==> src/hdl/aat_pkg.sv <==
`timescale 1ns / 1ps
`default_nettype none

package aat_pkg;

  localparam int COEF_W    = 16;
  localparam int FIELD_W   = 16;
  localparam int FRAC_BITS = 14;
  localparam int ROW_W     = 64;
  localparam int NUM_AXES  = 3;

  localparam logic [ROW_W-1:0] ROW_X_RESET = 64'h4000_0000_0000_0000;
  localparam logic [ROW_W-1:0] ROW_Y_RESET = 64'h0000_4000_0000_0000;
  localparam logic [ROW_W-1:0] ROW_Z_RESET = 64'h0000_0000_4000_0000;

  typedef enum logic [1:0] {
    REG_ROW_X = 2'd0,
    REG_ROW_Y = 2'd1,
    REG_ROW_Z = 2'd2
  } cfg_reg_t;

  typedef struct packed {
    logic signed [FIELD_W-1:0] lo_x;
    logic signed [FIELD_W-1:0] lo_y;
    logic signed [FIELD_W-1:0] lo_z;
    logic signed [FIELD_W-1:0] hi_x;
    logic signed [FIELD_W-1:0] hi_y;
    logic signed [FIELD_W-1:0] hi_z;
  } box_in_t;

  typedef struct packed {
    logic signed [FIELD_W-1:0] out_lo_x;
    logic signed [FIELD_W-1:0] out_lo_y;
    logic signed [FIELD_W-1:0] out_lo_z;
    logic signed [FIELD_W-1:0] out_hi_x;
    logic signed [FIELD_W-1:0] out_hi_y;
    logic signed [FIELD_W-1:0] out_hi_z;
    logic                      clipped;
  } box_out_t;

endpackage

`default_nettype wire

==> src/hdl/aat_merge.sv <==
`timescale 1ns / 1ps
`default_nettype none

module aat_merge #(
  parameter int COORD_BITS = 16,
  parameter int SUM_W      = 34
) (
  input  wire logic                    clk,
  input  wire logic                    rst,
  input  wire logic                    valid,
  input  wire logic signed [SUM_W-1:0] sum_lo [3],
  input  wire logic signed [SUM_W-1:0] sum_hi [3],
  output      logic                    done,
  output      aat_pkg::box_out_t       result
);
  import aat_pkg::*;

  localparam logic signed [SUM_W-1:0] HALF_LSB = SUM_W'(1) <<< (FRAC_BITS - 1);
  localparam logic signed [SUM_W-1:0] MAX_V = (SUM_W'(1) <<< (COORD_BITS - 1)) - SUM_W'(1);
  localparam logic signed [SUM_W-1:0] MIN_V = -(SUM_W'(1) <<< (COORD_BITS - 1));

  logic signed [SUM_W-1:0] r_lo [3];
  logic signed [SUM_W-1:0] r_hi [3];
  logic [FIELD_W-1:0]      v_lo [3];
  logic [FIELD_W-1:0]      v_hi [3];
  logic                    sat;

  always_comb begin
    sat = 1'b0;
    for (int i = 0; i < 3; i++) begin
      r_lo[i] = (sum_lo[i] + HALF_LSB) >>> FRAC_BITS;
      r_hi[i] = (sum_hi[i] + HALF_LSB) >>> FRAC_BITS;
      if (r_lo[i] > MAX_V) begin
        v_lo[i] = FIELD_W'(MAX_V[COORD_BITS-1:0]);
        sat = 1'b1;
      end else if (r_lo[i] < MIN_V) begin
        v_lo[i] = FIELD_W'(MIN_V[COORD_BITS-1:0]);
        sat = 1'b1;
      end else begin
        v_lo[i] = FIELD_W'(r_lo[i][COORD_BITS-1:0]);
      end
      if (r_hi[i] > MAX_V) begin
        v_hi[i] = FIELD_W'(MAX_V[COORD_BITS-1:0]);
        sat = 1'b1;
      end else if (r_hi[i] < MIN_V) begin
        v_hi[i] = FIELD_W'(MIN_V[COORD_BITS-1:0]);
        sat = 1'b1;
      end else begin
        v_hi[i] = FIELD_W'(r_hi[i][COORD_BITS-1:0]);
      end
    end
  end

  always_ff @(posedge clk) begin
    result.out_lo_x <= v_lo[0];
    result.out_lo_y <= v_lo[1];
    result.out_lo_z <= v_lo[2];
    result.out_hi_x <= v_hi[0];
    result.out_hi_y <= v_hi[1];
    result.out_hi_z <= v_hi[2];
    result.clipped  <= sat;
  end

  always_ff @(posedge clk) begin
    if (rst) begin
      done <= 1'b0;
    end else begin
      done <= valid;
    end
  end

endmodule

`default_nettype wire

==> config.mk <==
export PLATFORM = sky130hd
export DESIGN_NAME = aat_merge
export DESIGN_NICKNAME = d
export VERILOG_FILES = /design/src/hdl/aat_pkg.sv /design/src/hdl/aat_merge.sv
export SDC_FILE = /design/constraint.sdc
export NUM_CORES = 1
export LEC_CHECK = 0
export BUFFER_PORTS_ARGS = -buffer_cell sky130_fd_sc_hd__buf_2
export CORE_AREA = 2 2 118 120
export CTS_BUF_LIST = sky130_fd_sc_hd__clkbuf_2 sky130_fd_sc_hd__clkbuf_4 sky130_fd_sc_hd__clkbuf_8
export DETAILED_ROUTE_END_ITERATION = 7
export DIE_AREA = 0 0 120 122
export PLACE_DENSITY = 0.73
export RECOVER_POWER = 50
export SLEW_MARGIN = 20
export SYNTH_ARGS = -nofsm -noshare
export SYNTH_HDL_FRONTEND = slang
export SYNTH_SLANG_ARGS = --single-unit
==> constraint.sdc <==
create_clock -name clk -period 4.2 [get_ports clk]
set_input_delay 1.05 -clock clk [delete_from_list [all_inputs] [get_ports clk]]
set_output_delay 1.05 -clock clk [all_outputs]
set_load 0.005 [all_outputs]
== Word level (Yosys, flattened, before mapping) ==
Index checks and enable logic that the tools add are counted.
Word-level totals
  output and inout bits: 98
  bits in latches: 0
  flip-flop bits (word level): 98
  memory bits (read-only): 0
  bits of input ports: 207
  RAM bits: 0
  memories: 0
Operators by class
  multipliers: 0
  bitwise logic cells: 0
  mux-type cells: 7
  divide/modulo/power cells: 0
  equal/unequal tests: 0
  magnitude comparators: 12
  reduce and logical (&&, ||, !) cells: 1
  shifts and indexed selects: 0
  $add $sub $neg: 6
Operators by type and width (number)
  adder 34 x 15 -> 34 bit, second input constant: 6
  > comparator 20 x 16 -> 1 bit, second input constant: 6
  < comparator 20 x 16 -> 1 bit, second input constant: 6
  2-to-1 mux 16 bit: 6
  OR reduction 11 bit: 1
  2-to-1 mux 1 bit: 1

== Depth between registers and ports, before layout ==
Gate-level depths: netlist (run 1).
  depth after elaboration: 3
  depth in mapped cells: 10

== Least setup slack after synthesis (run 1) ==
Ideal clock, no wire load.
  kind: input to register
  start point: input sum_hi[81] (netlist name)
  end point: register result[39] (netlist name)
  path slack: 1.260 ns
  data arrival time: 2.813 ns
  stages: 8
  buffers on the path: 1
  library setup time: 0.128 ns
  cell sequence: ha_1 > nand3_2 > nor4_4 > nand4_1 > mux2i_1 > a41oi_1 > clkbuf_1 > o21ai_1
On the way
  word-level cells in the longest chain between the ends: 3
RTL lines
  start: declaration: line aat_merge.sv:12  | input wire logic signed [SUM_W-1:0] sum_hi [3],
  adder 34 x 15 -> 34 bit (*): line aat_merge.sv:32  | r_hi[i] = (sum_hi[i] + HALF_LSB) >>> FRAC_BITS;
  < comparator 20 x 16 -> 1 bit: line aat_merge.sv:45  | end else if (r_hi[i] < MIN_V) begin
  2-to-1 mux 16 bit: line aat_merge.sv:45
  end: declaration: line aat_merge.sv:14  | output aat_pkg::box_out_t result
Mark *: on every way between the ends. The rest lies on a longest branch, timed or not.
A chain may end at the register's enable or synchronous reset.

== Worst setup path after layout (run 1) ==
  start point: input sum_hi[47] (netlist name)
  end point: register result[30] (netlist name)
Same word-level chain as after synthesis.

==> results of run 1 <==
## through the flow
step,instance area [um^2],utilization [%],setup WS (ns),instances,total power [mW]
2_1_floorplan,5205,-,1.260,603,1.234
3_3_place_gp,6486,48.03,0.7159,991,1.447
3_5_place_dp,6486,48.03,0.6785,991,1.454
4_1_cts,6680,49.47,1.102,1007,2.063
5_1_grt,6606,48.92,0.8745,1007,2.133
6_report,6609,48.94,1.075,1008,2.019
## cell usage after synthesis (all sizes together) (10+ instances only)
library cell and n:
dfxtp 98, o21ai 86, xor2 62, nand3 46, nand2 45, nor2 35, xnor2 34, nand4 32
and3 21, a21oi 16, inv 15, clkbuf 12, buf 11, and4 10, nor3 10
## registers in the layout (all words and copies together) (netlist names)
| name | flops |
|---|---|
| result | 97 |
| done | 1 |
## logic make-up after synthesis
kind of cell,after synthesis
XOR/XNOR,96
adder cells (fa/ha/maj),7
AND/OR/NAND/NOR,235
AO/OA/AOI/OAI,123
flip-flops,98
buffers and inverters,38
multiplexers,6
## final timing paths
path                          to  slack [ns]  cells past startpoint
worst max-delay path  result[30]        1.08                     10
worst min-delay path        done        0.82                      2
## critical path, cell delays in order
cell,delay (ns)
buf_2,0.09
ha_1,0.21
and3_1,0.21
nand4_1,0.22
nor2_2,0.29
nand3_1,0.12
xor2_1,0.16
a311oi_2,0.07
nor2_1,0.74
o21ai_1,0.18
## layout make-up
class	instances	area share (%)
Clock buffer	9	1.874
Tap cell	180	3.408
Antenna cell	1	0.03786
Timing Repair Buffer	231	16.57
Sequential cell	98	29.69
Inverter	15	0.8519
Clock inverter	7	1.060
Multi-Input combinational cell	467	46.52
## power groups by stage
stage          sequential, mW  combinational [mW]  clock, mW
2_1_floorplan            1.06               0.172          0
3_3_place_gp             1.05               0.400          0
3_5_place_dp             1.05               0.404          0
4_1_cts                  1.03               0.405      0.628
5_1_grt                  1.04               0.436      0.660
6_report                 1.03               0.390      0.600
## layer usage
layer	vias to the layer above	track usage, %	wire, um
met5	-	0	13
met4	2	6.029	211
met3	17	4.963	1178
met2	175	30.18	6273
met1	2329	22.45	5952
li1	2592	-	-
==> flow_metrics.tcl, run 1 <==
set metrics [dict create \
    status "complete, no violations" \
    antenna_found_initial 2 \
    fillCellCount 1363 \
    maxCapViolations 0 \
    vias 5115 \
    yosysTopAreaCell "dfxtp_1" \
    clock_path_buffers 2 \
    p_leak_nw 2.680 \
    drtIter0Drc 372 \
    firstDrtPassIters 4 \
    crit_path_max_fanout 15 \
    synthMuxAreaShare_pct 1.178 \
    ys_async_sr_fraction_pct 0 \
    cts_hold_buf 0 \
    synthSimpleGateAreaFrac_pct 26.08 \
    layout-drive-gt1-share_pct 26.48 \
    criticalPathCategory "input port to register" \
    cts_tree "built" \
    cp.required_ns 4.43 \
    hold_path_class "input port to register" \
    syn_area_per_cell_um2 8.632 \
    die_area_mm2 0.01464 \
    tns_ns 0 \
    cts.sinks 98 \
    synthAdderAreaFrac_pct 1.659 \
    p_sw_share_pct 30.25 \
    synth_top_family_by_area "simple AND/OR/NAND/NOR gates" \
    clkTransAtPathRegs_ns 0.11 \
    maxSlewHeadroom_pct 36.09 \
    synth-edff-count 0 \
    grt_util_all_layers_pct 18.05 \
    hold_viol 0 \
    grt.overflow.total 0 \
    seqPwrFrac_pct 51.0 \
    numPortBuffers 226 \
    grt_max_degree 20 \
    max_freq_mhz 320.0 \
    period_share_pct 74.40 \
    fp.dieW_um 120 \
    layout_common_cells "buf_2, dfxtp_1, o21ai_1" \
    drc 0 \
    clock_power_share_pct 29.7 \
    p_comb_share_pct 19.3 \
    crit_start "sum_hi[47]" \
    cp-end-kind "register" \
    htree_levels 3 \
    powerDensity_mw_per_mm2 305.5 \
    die_y_um 122 \
    min_from "rst" \
    p_int_mw 1.408 \
    final_common_cell "buf_2" \
    crit_arrival_ns 3.35 \
    synth_xor_area_share_pct 16.15 \
    layout_min_cycle_time_ns 3.125 \
    syn_area_mm2 0.005205 \
    synth_top_cell_area_share_pct 37.69 \
    syn_inst 603 \
    worst_setup_path_start_kind "input port" \
    whs_ns 0.8202 \
    seq_area_mm2 0.001962 \
    row_count 43 \
    drt-wirelength-per-cell_um 13.52 \
    ys_ff_latch 98 \
    initial_core_util_pct 38.54 \
    dpl.hpwl_um 10870 \
    core_mm2 0.01350 \
    routed_via_density 5.074 \
    p_switching_uw 610.8 \
    cts_made_buffers 9 \
    grt_pass1_wl_um 21490 \
    setup_viol 0 \
    nets 1035 \
    io_pins 305 \
    place_congestion 0.8559 \
    areaGrowthSynthToFinish_pct 26.97 \
    totalWireLength_um 13630 \
    max-vdd-ir-drop_mv 0.1276 \
    slew_violations 0 \
    postRouteAntennaNets 0 \
    yosysSeqAreaShare_pct 37.69 \
    synth.area.top_cells "dfxtp_1, xor2_1, o21ai_1" \
    first_global_vias 4634 \
    yosys_warnings 0 \
    synth.distinct_cells 64 \
    multi_input_area_mm2 0.003074 \
    ys.flop_type "dfxtp_1" \
    cts_setup_buffers 0 \
    ctsResizeCount 0 \
    cts-root-buf "clkbuf_8" \
    synth-compound-area-share_pct 13.99 \
    worst_slew_pin_slew_ns 0.9551 \
    rsz0062_at_grt "no" \
    synth_nets 816 \
]
No activity file was read; power rests on OpenSTA's default activity.
==> run 2, diff against run 1 <==
--- a/config.mk
+++ b/config.mk
@@ -10,7 +10,7 @@
 export CTS_BUF_LIST = sky130_fd_sc_hd__clkbuf_2 sky130_fd_sc_hd__clkbuf_4 sky130_fd_sc_hd__clkbuf_8
 export DETAILED_ROUTE_END_ITERATION = 7
 export DIE_AREA = 0 0 120 122
-export PLACE_DENSITY = 0.73
+export PLACE_DENSITY = 0.76
 export RECOVER_POWER = 50
 export SLEW_MARGIN = 20
 export SYNTH_ARGS = -nofsm -noshare
==> constraint.sdc (replaced) <==
create_clock -name clk -period 2.74 [get_ports clk]
set_input_delay 0.685 -clock clk [delete_from_list [all_inputs] [get_ports clk]]
set_output_delay 0.685 -clock clk [all_outputs]
set_load 0.005 [all_outputs]
==> run 2 against run 1 <==
  * Die area unchanged
  * Wire length decreased by 0.12%
  * Clock power increased by 66%
  * Flip-flop and latch count unchanged
  * Core utilization increased by 1.8 points
  * Global-route usage increased by 0.32 points
  * Worst hold slack got worse by 0.36 ns
  * Worst setup slack got worse by 0.85 ns
  * Critical path depth decreased by 1
  * Sequential power increased by 53%
  * Cell area increased by 3.7%
  * Total power increased by 58%
==> flow_metrics.tcl, run 2 (synthesis gave the netlist of run 1 again) <==
set metrics [dict create \
    crit_start "sum_lo[89]" \
    max_freq_mhz 398.4 \
    cts_hold_buf 0 \
    fin_area_mm2 0.006850 \
    areaGrowthSynthToFinish_pct 31.61 \
    layout_common_cells "buf_2, dfxtp_1, o21ai_1" \
    ctsResizeCount 0 \
    crit_path_max_fanout 16 \
    maxCapViolations 0 \
    fillCellCount 1314 \
    place_congestion 0.8596 \
    top_register "result" \
    cts.sinks 98 \
    clkTransAtPathRegs_ns 0.09 \
    slowest_stage "nor4_1" \
    antenna_found_initial 1 \
    drt-wirelength-per-cell_um 13.10 \
    cts-root-buf "clkbuf_8" \
    rsz0062_at_grt "no" \
    crit_path_end "result[88]" \
    maxSlewHeadroom_pct 38.15 \
    setup_viol 0 \
    layout_min_cycle_time_ns 2.510 \
    clock_path_buffers 2 \
    worstPathCellList "buf_2, nand3_1, nor4_1, o211ai_1, nand4_1, o21ai_1, a211oi_2, buf_4, o21ai_1" \
    cp-end-kind "register" \
    cts_made_buffers 9 \
    grt_util_all_layers_pct 18.37 \
    top_regs "result x97, done x1" \
    tns_ns 0 \
    initial_core_util_pct 38.54 \
    postRouteAntennaNets 0 \
    io_pins 305 \
    htree_levels 3 \
    drc 0 \
    cts_setup_buffers 0 \
    period_share_pct 91.61 \
    totalWireLength_um 13610 \
    grt_pass1_wl_um 21710 \
    fp.dieW_um 120 \
    layout-drive-gt1-share_pct 30.07 \
    grt_max_degree 18 \
    criticalPathCategory "input port to register" \
    status "complete, no violations" \
    cp.required_ns 2.99 \
    core_mm2 0.01350 \
    drtIter0Drc 314 \
    slowest_delay_ns 0.79 \
    cpMostUsedCell "o21ai_1" \
    vias 5234 \
    routed_via_density 5.038 \
    p_leak_nw 2.866 \
    cts_tree "built" \
    dpl.hpwl_um 11150 \
    die_area_mm2 0.01464 \
    max-vdd-ir-drop_mv 0.2544 \
    worst_slew_pin_slew_ns 0.9244 \
    crit_arrival_ns 2.76 \
    nets 1066 \
    final_common_cell "buf_2" \
    worst_setup_path_start_kind "input port" \
    grt.overflow.total 0 \
    die_y_um 122 \
    largest_reg_flops 97 \
    hold_viol 0 \
    row_count 43 \
    placed_cell_area_mm2 0.006719 \
    numPortBuffers 226 \
    first_global_vias 4719 \
    firstDrtPassIters 4 \
    hold_path_class "input port to register" \
    slew_violations 0 \
    powerDensity_mw_per_mm2 466.3 \
]
==> run 2: cell types whose count changed in the layout (fill, tap and decap cells not counted), moves of 3 or more <==
cell | before | now
clkinvlp_4 | 3 | 0
buf_2 | 167 | 177
buf_4 | 5 | 36
clkbuf_1 | 58 | 48
==> run 2: critical path, delay by kind of cell <==
family | cells | cell delay (ns)
AND/OR/NAND/NOR | 3 | 1.06
AO/OA/AOI/OAI | 4 | 0.65
buffers and inverters | 2 | 0.35
==> run 2: final cells by class <==
class	count	area [um^2]	share of cell area, %
flip-flops and latches	98	1962	28.64
multi-input cells	467	3054	44.58
inverters	15	56.30	0.8219
diodes	1	2.502	0.03653
repair buffers	262	1340	19.56
well taps	180	225.2	3.288
clock buffers	10	137.6	2.009
clock inverters	6	72.57	1.059
==> run 2: routing by layer <==
| layer | vias up | global-route usage, % | wire [um] | part of all wire, % |
|---|---|---|---|---|
| met5 | - | 0 | 0 | 0 |
| met4 | 0 | 4.559 | 130 | 0.95 |
| met3 | 12 | 5.665 | 1152 | 8.5 |
| met2 | 181 | 31.82 | 6459 | 47 |
| met1 | 2398 | 22.22 | 5871 | 43 |
| li1 | 2643 | - | - | - |
==> run 2: worst min path at each step <==
stage,end,depth (start not counted),startpoint,slack (ns)
floorplan,done,1,rst,0.76
CTS,done,2,rst,0.43
global route,done,2,rst,0.44
finish,done,2,rst,0.46
global placement,done,2,rst,0.85
detailed placement,done,2,rst,0.85
==> run 2: where the power goes <==
part           internal [mW]  switching [mW]  total [mW]
logic                  0.280           0.342       0.623
registers               1.55          0.0320        1.58
clock network          0.460           0.533       0.993
==> run 2: metrics by stage <==
stage,hold WS [ns],utilization (%),worst slack (ns),power (mW),cells
after floorplan,0.7566,-,0.1646,1.891,603
after CTS,0.4292,51.31,0.2817,3.268,1038
after global routing,0.4385,50.71,0.03617,3.379,1038
after global placement,0.8539,49.75,-0.09237,2.238,1022
after detailed placement,0.8465,49.75,-0.1394,2.251,1022
final,0.4599,50.73,0.2298,3.194,1039
